==> config.mk <==
export PLATFORM = sky130hd
export DESIGN_NAME = cpp_div_stage
export DESIGN_NICKNAME = d
export VERILOG_FILES = /design/src/rtl/core/cpp_pkg.sv /design/src/rtl/core/cpp_div_stage.sv
export SDC_FILE = /design/constraint.sdc
export NUM_CORES = 1
export LEC_CHECK = 0
export ABC_AREA = 1
export BUFFER_PORTS_ARGS = -buffer_cell sky130_fd_sc_hd__buf_2
export CORE_AREA = 2 2 182 184
export CTS_BUF_LIST = sky130_fd_sc_hd__clkbuf_4 sky130_fd_sc_hd__clkbuf_8
export DETAILED_ROUTE_END_ITERATION = 6
export DIE_AREA = 0 0 184 186
export GPL_TIMING_DRIVEN = 1
export PLACE_DENSITY = 0.82
export SYNTH_ARGS = -nofsm -noshare
export SYNTH_HDL_FRONTEND = slang
export SYNTH_SLANG_ARGS = --single-unit
==> constraint.sdc <==
create_clock -name i_clk -period 3.3 [get_ports i_clk]
set_input_delay 0.165 -clock i_clk [delete_from_list [all_inputs] [get_ports i_clk]]
set_output_delay 0.165 -clock i_clk [all_outputs]
set_load 0.01 [all_outputs]
==> src/rtl/core/cpp_pkg.sv <==
// shared types and constants of the camera point projector
package cpp_pkg;

    localparam int CAM_W  = 40;
    localparam int DIV_N  = 26;
    localparam int REM_W  = CAM_W + 1;

    localparam logic [2:0] CFG_ROT_X  = 3'd0;
    localparam logic [2:0] CFG_ROT_Y  = 3'd1;
    localparam logic [2:0] CFG_ROT_Z  = 3'd2;
    localparam logic [2:0] CFG_TRANS  = 3'd3;
    localparam logic [2:0] CFG_INTR_0 = 3'd4;
    localparam logic [2:0] CFG_INTR_1 = 3'd5;
    localparam logic [2:0] CFG_RADIAL = 3'd6;

    typedef struct packed {
        logic [CAM_W-1:0] den;
        logic [REM_W-1:0] rem_x;
        logic [REM_W-1:0] rem_y;
        logic [DIV_N-1:0] sh_x;
        logic [DIV_N-1:0] sh_y;
        logic [DIV_N-1:0] q_x;
        logic [DIV_N-1:0] q_y;
        logic             neg_x;
        logic             neg_y;
        logic             sat_x;
        logic             sat_y;
        logic             behind;
    } t_div;

endpackage

==> src/rtl/core/cpp_div_stage.sv <==
// one restoring division step for both normalized coordinates
module cpp_div_stage (
    input  logic          i_clk,
    input  logic          i_rst_n,
    input  logic          i_en,
    input  logic          i_valid,
    input  cpp_pkg::t_div i_d,
    output logic          o_valid,
    output cpp_pkg::t_div o_d
);

    logic [cpp_pkg::REM_W-1:0] n_tx, n_ty;
    logic                      n_bx, n_by;
    cpp_pkg::t_div             n_d;
    logic                      r_valid;
    cpp_pkg::t_div             r_d;

    always_comb begin
        n_tx = {i_d.rem_x[cpp_pkg::REM_W-2:0], i_d.sh_x[cpp_pkg::DIV_N-1]};
        n_ty = {i_d.rem_y[cpp_pkg::REM_W-2:0], i_d.sh_y[cpp_pkg::DIV_N-1]};
        n_bx = (n_tx >= {1'b0, i_d.den});
        n_by = (n_ty >= {1'b0, i_d.den});
        n_d       = i_d;
        n_d.rem_x = n_bx ? n_tx - {1'b0, i_d.den} : n_tx;
        n_d.rem_y = n_by ? n_ty - {1'b0, i_d.den} : n_ty;
        n_d.sh_x  = {i_d.sh_x[cpp_pkg::DIV_N-2:0], 1'b0};
        n_d.sh_y  = {i_d.sh_y[cpp_pkg::DIV_N-2:0], 1'b0};
        n_d.q_x   = {i_d.q_x[cpp_pkg::DIV_N-2:0], n_bx};
        n_d.q_y   = {i_d.q_y[cpp_pkg::DIV_N-2:0], n_by};
    end

    always_ff @(posedge i_clk) begin
        if (!i_rst_n) begin
            r_valid <= 1'b0;
        end else if (i_en) begin
            r_valid <= i_valid;
        end
        if (i_en) begin
            r_d <= n_d;
        end
    end

    assign o_valid = r_valid;
    assign o_d     = r_d;

endmodule

==> key figures, run 1 <==
Outcome
  – Status: finished with violations
  – Failing checks: design-rule violations

Power
  – Maximum vdd drop: 255 uV
  – Clock Power Share: 34.1%
  – Sequential Power Share: 39.2%
  – Sw power: 3.01 mW
  – Gate power share: 26.7%
  – Sw Share: 31.9%
  – Internal power: 6.42 mW
  – Pwr per Cell Area: 461 nW/um^2
  – LEAKAGE: 10.6 nW

Die
  – Die Height: 186 um
  – Core Box Area: 32,200 um^2
  – DIE AREA: 34,200 um^2
  – Die Wd: 184 um
  – Initial Utilization: 44.7%
  – Io pins: 467
  – Core Rows: 66

Synth
  – FF+latch count, synth: 230
  – Synth Area per Inst: 7.75 um^2
  – Syn Inst Count: 1,859
  – Cell Area, Synth: 14,400 um^2
  – Simple-Gate Fraction of Synth Area: 30.0%
  – Post-synthesis xor/xnor area fraction: 2.67%
  – Distinct cells, synth: 27
  – Largest family of logic cells by synthesized area: simple AND/OR/NAND/NOR gates
  – Dominant synthesized flop cell: edfxtp_1
  – Sequential area share after synthesis: 47.9%
  – Post-synthesis mux area share: 0%
  – Compound-Gate Fraction of Synth Area: 3.23%
  – Synth async-reset ratio: 0%
  – EDFF count, synth: 229
  – Synth Area in Adders: 7.22%
  – YS warnings: 0

Timing
  – Period utilization: 78.7%
  – Worst slew pin tran: 760 ps
  – Final Hold Viols: 0
  – FMAX: 385 MHz
  – Endpoints failing setup: 0
  – Final Slew Violations: 0
  – Fin crit period: 2600 ps
  – Relative slew slack: 49.3%
  – Worst-case clock skew: 0 ps
  – Sum of negative setup slack: 0 ps
  – RSZ-0062 raised after global routing: false

Clock network
  – Setup repair bufs after CTS: 0
  – H-tree depth: 2
  – CTS sink cnt: 230
  – Clock Latency Late Sink: 560 ps
  – Max clock buf depth: 3
  – CTS clk-pin slew, worst paths: 80 ps
  – Total CTS buffers: 43
  – Root buffer cell: clkbuf_8
  – Clock tree from TritonCTS: built
  – PostCTS Resize Cnt: 0

Setup path
  – Worst path arrival time: 2910 ps
  – Crit path launch type: input pin
  – Cell at the slowest stage of the critical path: dlygate4sd3_1
  – Crit Path Category: in2reg
  – Critical Path Sink Type: flop
  – CP max stage delay: 530 ps
  – Required time worst endpoint: 3610 ps
  – Worst-path fanout max: 17
  – CP delay by family, top: simple AND/OR/NAND/NOR gates
  – Worst reg2reg startpoint: o_valid$_SDFFE_PN0P_
  – CP Cell Sequence: dlygate4sd3_1, buf_2, inv_1, ha_1, nand2_1, nor2_2, nand2_1, nor2_1, nand3_1, nand2_1, nor2_1, nand2_4, buf_4, o21ai_0
  – Crit. Startpoint: i_d[199]
  – Worst Path Buf+Inv: 4
  – Most frequent CP cell: nand2_1

Detailed routing
  – Post-route ant nets: 0
  – First-pass DRT Iterations: 7
  – DR vias: 15,500
  – Initial DRC count: 1,225
  – Drt total wl: 58,700 um
  – Per-cell routed wire length: 19.4 um
  – Vias/cell: 5.14
  – DRC: 1

Final layout
  – Layout cells sized above 1: 21.4%
  – Final core occ: 63.5%
  – Number of antenna diodes: 0
  – NumNets Final: 2,901
  – Synth-to-Final Area Change: 41.9%

Global route
  – Overflow after GRT: 0
  – Vias in the first global route: 15,600
  – First-pass GRT wire length: 86,000 um
  – Global Route Usage Sum: 33.5%
  – Largest net degree at the start of global routing: 96
  – Initial antenna violation count: 0

Placed design
  – Hpwl dp: 43,800 um
  – Routability cong.: 0.991
  – Number of port buffers: 460

Hold path
  – Worst min path class: in2reg
  – HP Start: i_d[108]

Job
  – MaxCap Viol Count: 0
[routing by layer]
metal	wire length, um	global-route usage [%]
met3	4610	6.71
met2	28300	58.2
met4	4340	22.6
met1	21400	37.3
met5	0	0
[placed cells by master (no fill, tap or decap), types with 14 or more instances in the layout]
cell type	count
xor2_1	42
dlygate4sd3_1	226
buf_2	459
nand2_1	778
o21ai_0	21
nand3_1	90
inv_1	313
nand3b_1	14
clkbuf_8	43
edfxtp_1	229
ha_1	80
nor2_1	161
a21oi_1	62
[path summary, 6_finish.rpt]
kind,to,slack (ps),cells after the start
min,o_d[150]$_DFFE_PP_,70,3
min reg2reg,o_valid$_SDFFE_PN0P_,1260,3
max reg2reg,o_valid$_SDFFE_PN0P_,1930,3
max,o_d[109]$_DFFE_PP_,700,14
[worst reg2reg max path, cell delays in order (launching register included)]
cell	delay [ps]
dfxtp_1	330
o21ai_0	230
a21oi_1	70
dlygate4sd3_1	610
[layout make-up]
class                      instances  area [um^2]
clock inverter                    27          323
inverter                         315         1180
fill                            2709        11800
clock buffer                      50          644
multi-input combinational       1297         6220
tap                              408          510
sequential                       230         6900
timing repair buffer             697         4680
[synth_stat cells (all sizes together) (6+ instances only)]
| cell | n | area (um^2) |
|---|---|---|
| ha | 80 | 1000 |
| nand4 | 11 | 68.8 |
| o21bai | 6 | 45.0 |
| xor2 | 42 | 368 |
| nand3b | 14 | 105 |
| inv | 315 | 1180 |
| edfxtp | 229 | 6880 |
| nor2 | 172 | 673 |
| o21ai | 22 | 110 |
| nand2 | 784 | 2970 |
| a21oi | 62 | 310 |
| buf | 18 | 120 |
| nand3 | 92 | 470 |
[state kept, by name, indices dropped and copies added, names as in the netlist]
signal   cells
o_d        229
o_valid      1
[per-stage QoR]
stage / setup WS [ps] / instance area (um^2) / hold WS (ps) / cells / power, mW
after global routing: 517 / 20500 / 78.6 / 3024 / 9.84
after global placement: 775 / 17200 / 342 / 2721 / 5.93
after CTS: 795 / 20500 / 13.2 / 3024 / 9.34
after floorplan: 1310 / 14400 / 258 / 1860 / 5.00
final: 703 / 20500 / 68.8 / 3024 / 9.42
after detailed placement: 744 / 17200 / 343 / 2721 / 5.97
[what timing repair did]
action	CTS	global route
endpoints found under the setup margin	0	0
hold buffers	226	0
endpoints found under the hold margin	225	0
[cells by family (layout without fill, tap and decap cells)]
logic type | Yosys count | after routing
and+or+nand+nor | 1079 | 1079
other | 1 | 2
buffers and inverters | 333 | 1089
adders and majority gates | 82 | 82
DFF | 230 | 230
xor gates and xnor gates | 44 | 44
AOI/OAI and AO/OA | 90 | 90
[power by group through the flow]
| stage | Sequential [mW] | Clock [mW] | Combinational, mW |
|---|---|---|---|
| 2_1_floorplan | 3.91 | 0 | 1.09 |
| 3_3_place_gp | 3.74 | 0 | 2.19 |
| 3_5_place_dp | 3.74 | 0 | 2.23 |
| 4_1_cts | 3.69 | 3.21 | 2.45 |
| 5_1_grt | 3.72 | 3.38 | 2.74 |
| 6_report | 3.70 | 3.21 | 2.52 |
Note: power is estimated with default switching activity, not from simulation.
==> run 2, diff against run 1 <==
--- a/config.mk
+++ b/config.mk
@@ -7,12 +7,12 @@
 export LEC_CHECK = 0
 export ABC_AREA = 1
 export BUFFER_PORTS_ARGS = -buffer_cell sky130_fd_sc_hd__buf_2
-export CORE_AREA = 2 2 182 184
+export CORE_AREA = 2 2 184 186
 export CTS_BUF_LIST = sky130_fd_sc_hd__clkbuf_4 sky130_fd_sc_hd__clkbuf_8
 export DETAILED_ROUTE_END_ITERATION = 6
-export DIE_AREA = 0 0 184 186
+export DIE_AREA = 0 0 186 188
 export GPL_TIMING_DRIVEN = 1
-export PLACE_DENSITY = 0.82
+export PLACE_DENSITY = 0.8
 export SYNTH_ARGS = -nofsm -noshare
 export SYNTH_HDL_FRONTEND = slang
 export SYNTH_SLANG_ARGS = --single-unit
==> constraint.sdc (replaced) <==
create_clock -name i_clk -period 2.6 [get_ports i_clk]
set_input_delay 0.13 -clock i_clk [delete_from_list [all_inputs] [get_ports i_clk]]
set_output_delay 0.13 -clock i_clk [all_outputs]
set_load 0.01 [all_outputs]
==> key figures, run 2 (synthesized netlist as in run 1, its figures left out) <==
Setup path
  – Crit Reg-Reg Endpoint: o_valid$_SDFFE_PN0P_
  – Required time worst endpoint: 2940 ps
  – Crit Path Category: in2reg
  – Worst reg2reg startpoint: o_valid$_SDFFE_PN0P_
  – CP delay by family, top: buffers and inverters
  – Worst-path fanout max: 22
  – Worst R2R Setup Slack: 1260 ps
  – CP Cell Sequence: dlygate4sd3_1, buf_2, inv_1, ha_1, nand2_1, nor2_1, nand4_1, nor2_1, nand3_1, nand2_1, nor2_1, nand2_4, buf_12, buf_12, o21ai_0
  – Cell at the slowest stage of the critical path: dlygate4sd3_1
  – Critical Path Sink Type: flop
  – Worst path arrival time: 2790 ps
  – CP max stage delay: 520 ps
  – Worst R2R Path Depth: 3
  – Most frequent CP cell: nor2_1
  – Crit path launch type: input pin
  – Worst Path Buf+Inv: 5

Timing
  – Setup WS post-layout: 155 ps
  – Relative slew slack: 55.6%
  – Worst slew pin tran: 666 ps
  – Final Hold Viols: 0
  – Period utilization: 94.0%
  – Endpoints failing setup: 0
  – Sum of negative setup slack: 0 ps
  – Worst-case clock skew: 0 ps
  – FMAX: 409 MHz
  – RSZ-0062 raised after global routing: false
  – Final Slew Violations: 0
  – Fin crit period: 2440 ps

Die
  – DIE AREA: 35,000 um^2
  – Core Box Area: 33,100 um^2
  – Core Rows: 67
  – Initial Utilization: 43.5%
  – Die Wd: 186 um
  – Io pins: 467
  – Die Height: 188 um

Clock network
  – Clock tree from TritonCTS: built
  – CTS clk-pin slew, worst paths: 80 ps
  – CTS sink cnt: 230
  – Root buffer cell: clkbuf_8
  – Total CTS buffers: 42
  – Max clock buf depth: 3
  – H-tree depth: 2
  – Setup repair bufs after CTS: 0
  – Clock Latency Late Sink: 590 ps

Detailed routing
  – Per-cell routed wire length: 19.2 um
  – Initial DRC count: 1,273
  – Post-route ant nets: 0
  – DRC: 0
  – Drt total wl: 59,400 um
  – DR vias: 15,500
  – First-pass DRT Iterations: 6
  – Vias/cell: 5.01

Global route
  – First-pass GRT wire length: 86,600 um
  – Global Route Usage Sum: 33.4%
  – Vias in the first global route: 15,700
  – Initial antenna violation count: 4
  – Overflow after GRT: 0
  – Largest net degree at the start of global routing: 80

Final layout
  – NumNets Final: 2,924
  – Sequential cell area: 6900 um^2
  – Number of flip-flops in the largest register: 229
  – Most frequent cells in the layout: 778 x nand2_1, 459 x buf_2, 313 x inv_1
  – Area of the multi-input gates: 6220 um^2
  – Commonest non-fill, non-tap cell in the layout: nand2_1
  – Synth-to-Final Area Change: 43.9%
  – FILL cells: 2,795
  – Layout cells sized above 1: 22.2%
  – Final core occ: 62.6%

Power
  – Maximum vdd drop: 556 uV
  – Power after layout: 11.9 mW
  – LEAKAGE: 10.8 nW
  – Pwr per Cell Area: 574 nW/um^2

Placed design
  – DP Worst Slack: 183 ps
  – Hpwl dp: 44,500 um
  – Routability cong.: 0.943
  – Number of port buffers: 460

Job
  – MaxCap Viol Count: 0

Hold path
  – Endpoint, Worst Hold: o_d[190]$_DFFE_PP_
  – Hold path depth: 1
  – HP Start: i_en
  – Worst min path class: in2reg

Outcome
  – Status: completed
run 2: cell count changes in the layout (fill, tap and decap cells not counted):
cell           previous run  this run
buf_12                    2         8
buf_4                     9        24
bufinv_16                 7         4
clkbuf_4                  7        13
clkbuf_8                 43        47
clkinv_1                 10         5
clkinv_2                  3         4
clkinvlp_4                5         0
diode_2                   0         4
dlygate4sd3_1           226       229
inv_6                     0         1
o21ai_0                  21        20
o21ai_1                   1         2
run 2: worst reg2reg max path, cell delays in order, from the launching register on:
cell	delay, ps
dfxtp_1	340
o21ai_0	220
a21oi_1	70
dlygate4sd3_1	590
run 2: area by class of cell:
class	count	area share (%)
flip-flops and latches	230	33.2
repair buffers	721	23.8
diodes	4	0.0483
clock inverters	16	0.917
multi-input cells	1297	30.0
inverters	315	5.70
well taps	448	2.70
clock buffers	60	3.59
run 2: how the worst max path moves through the flow:
stage	depth (start not counted)	end	from	slack (ps)
after floorplan	13	o_d[174]$_DFFE_PP_	i_d[108]	650
after global placement	14	o_d[178]$_DFFE_PP_	i_d[108]	240
after detailed placement	14	o_d[178]$_DFFE_PP_	i_d[108]	180
after CTS	15	o_d[178]$_DFFE_PP_	i_d[108]	280
after global routing	15	o_d[178]$_DFFE_PP_	i_d[108]	20
final	15	o_d[150]$_DFFE_PP_	i_d[198]	160
run 2: metrics by stage:
| step | instance area (um^2) | cells | hold WS [ps] |
|---|---|---|---|
| after floorplan | 14400 | 1860 | 223 |
| after detailed placement | 17500 | 2782 | 308 |
| after CTS | 20700 | 3087 | 7.24 |
| after global routing | 20700 | 3091 | 59.1 |
| final | 20700 | 3091 | 44.7 |
| after global placement | 17500 | 2782 | 307 |
run 2: routing by layer:
layer / GRT usage, % / share of wire, % / vias up
li1: - / - / 7353
met1: 37.8 / 38 / 7121
met2: 57.4 / 48 / 790
met3: 5.57 / 7.0 / 223
met4: 22.4 / 7.4 / 0
met5: 0 / 0 / -
run 2: timing repair:
action,CTS,global route
resized for setup,0,1
endpoints found under the setup margin,0,1
hold buffers,229,0
endpoints found under the hold margin,228,0
run 2: report_power, final:
group	internal (mW)	leakage, nW	switching, mW
registers	4.57	2.25	0.127
logic	1.26	8.01	2.00
clock network	2.26	0.494	1.69
total	8.09	10.8	3.82
==> run 3, diff against run 2 <==
--- a/config.mk
+++ b/config.mk
@@ -7,12 +7,14 @@
 export LEC_CHECK = 0
 export ABC_AREA = 1
 export BUFFER_PORTS_ARGS = -buffer_cell sky130_fd_sc_hd__buf_2
-export CORE_AREA = 2 2 184 186
+export CELL_PAD_IN_SITES_DETAIL_PLACEMENT = 0
+export CELL_PAD_IN_SITES_GLOBAL_PLACEMENT = 1
+export CORE_MARGIN = 2
+export CORE_UTILIZATION = 38
 export CTS_BUF_LIST = sky130_fd_sc_hd__clkbuf_4 sky130_fd_sc_hd__clkbuf_8
 export DETAILED_ROUTE_END_ITERATION = 6
-export DIE_AREA = 0 0 186 188
 export GPL_TIMING_DRIVEN = 1
-export PLACE_DENSITY = 0.8
+export PLACE_DENSITY = 0.93
 export SYNTH_ARGS = -nofsm -noshare
 export SYNTH_HDL_FRONTEND = slang
 export SYNTH_SLANG_ARGS = --single-unit
==> key figures, run 3 (synthesized netlist as in run 1, its figures left out) <==
Timing
  – Setup WS post-layout: 206 ps
  – Endpoints failing setup: 0
  – Final Hold Viols: 0
  – WHS: 7.19 ps
  – RSZ-0062 raised after global routing: false
  – Worst slew pin tran: 589 ps
  – Sum of negative setup slack: 0 ps
  – FMAX: 418 MHz
  – Relative slew slack: 60.7%
  – Final Slew Violations: 0
  – Period utilization: 92.1%
  – Fin crit period: 2390 ps
  – Worst-case clock skew: 0 ps

Clock network
  – CTS sink cnt: 230
  – PostCTS Resize Cnt: 0
  – Clock tree from TritonCTS: built
  – CTS clk-pin slew, worst paths: 70 ps
  – Root buffer cell: clkbuf_8
  – Total CTS buffers: 41
  – Clock Latency Late Sink: 590 ps
  – Max clock buf depth: 3
  – H-tree depth: 2

Setup path
  – Crit path launch type: input pin
  – Most frequent CP cell: nor2_1
  – Worst path arrival time: 2710 ps
  – CP Cell Sequence: dlygate4sd3_1, buf_2, inv_1, ha_1, nand2_1, nor2_1, nand4_1, nor2_1, nand3_1, nand2_1, nor2_1, nand2_4, buf_12, o21ai_0
  – CP max stage delay: 520 ps
  – Worst-path fanout max: 43
  – Worst reg2reg startpoint: o_valid$_SDFFE_PN0P_
  – Crit. Startpoint: i_d[196]
  – Crit Path Category: in2reg
  – Cell at the slowest stage of the critical path: dlygate4sd3_1
  – Critical Path Sink Type: flop
  – Required time worst endpoint: 2920 ps
  – CP delay by family, top: simple AND/OR/NAND/NOR gates
  – Worst Path Buf+Inv: 4

Global route
  – First-pass GRT wire length: 85,000 um
  – Vias in the first global route: 15,100
  – Overflow after GRT: 0
  – Global Route Usage Sum: 29.0%
  – Initial antenna violation count: 0
  – Largest net degree at the start of global routing: 70

Hold path
  – Worst min path class: in2reg
  – HP Start: i_en

Placed design
  – DP Worst Slack: 214 ps
  – Number of port buffers: 460
  – Hpwl dp: 45,100 um
  – Routability cong.: 0.906

Detailed routing
  – Post-route ant nets: 0
  – DR vias: 15,000
  – DRC: 0
  – Per-cell routed wire length: 18.7 um
  – Drt total wl: 58,700 um
  – Initial DRC count: 902
  – First-pass DRT Iterations: 5
  – Vias/cell: 4.77

Die
  – Die Height: 199 um
  – Io pins: 467
  – Core Box Area: 37,500 um^2
  – Die Wd: 199 um
  – Core Rows: 71
  – DIE AREA: 39,500 um^2
  – Initial Utilization: 38.4%

Final layout
  – Synth-to-Final Area Change: 43.4%
  – FILL cells: 3,455
  – Number of flip-flops in the largest register: 229
  – Layout cells sized above 1: 21.8%
  – Commonest non-fill, non-tap cell in the layout: nand2_1
  – Most frequent cells in the layout: 778 x nand2_1, 459 x buf_2, 313 x inv_1
  – NumNets Final: 2,918

Job
  – MaxCap Viol Count: 0

Outcome
  – Status: completed

Power
  – Pwr per Cell Area: 555 nW/um^2
  – LEAKAGE: 10.7 nW
  – Maximum vdd drop: 325 uV
[run 3: final timing paths]
kind | endpoint | slack, ps | cells after the start
worst max-delay path | o_d[151]$_DFFE_PP_ | 210 | 14
worst min-delay path | o_d[2]$_DFFE_PP_ | 7 | 1
worst max register to register | o_valid$_SDFFE_PN0P_ | 1290 | 3
worst min register to register | o_valid$_SDFFE_PN0P_ | 1220 | 3
[run 3: metal layers]
metal / global-route usage [%] / wire, um / up-vias
met5: 0 / 0 / -
met4: 15.2 / 3000 / 0
met3: 4.43 / 3500 / 144
met2: 52.0 / 29100 / 574
met1: 33.3 / 23100 / 6942
li1: - / - / 7336
[run 3: metrics by stage]
stage          cells  total power, mW  utilization [%]  cell area (um^2)
2_1_floorplan   1860             6.34                -             14400
3_3_place_gp    2840             7.61             46.8             17500
3_5_place_dp    2840             7.63             46.8             17500
4_1_cts         3141             11.5             55.1             20700
5_1_grt         3141             12.0             55.1             20700
6_report        3142             11.5             55.1             20700
[run 3: what timing repair did]
action | CTS | global route
hold buffers | 229 | 0
buffers inserted | 0 | 0
endpoints found under the setup margin | 0 | 0
hold endpoints to repair | 228 | 0
[run 3: final cells by class]
class | instances | area [um^2] | share of cell area [%]
Tap cell | 511 | 639 | 3.09
Antenna cell | 1 | 2.50 | 0.0121
Multi-Input combinational cell | 1297 | 6220 | 30.1
Timing Repair Buffer | 716 | 4890 | 23.7
Clock buffer | 57 | 697 | 3.37
Inverter | 315 | 1180 | 5.72
Clock inverter | 15 | 143 | 0.690
Sequential cell | 230 | 6900 | 33.4
[run 3: report_power, final]
group	switching [mW]	internal (mW)
Clock	1.63	1.95
Combinational	1.96	1.25
Sequential	0.121	4.57
Total	3.71	7.77
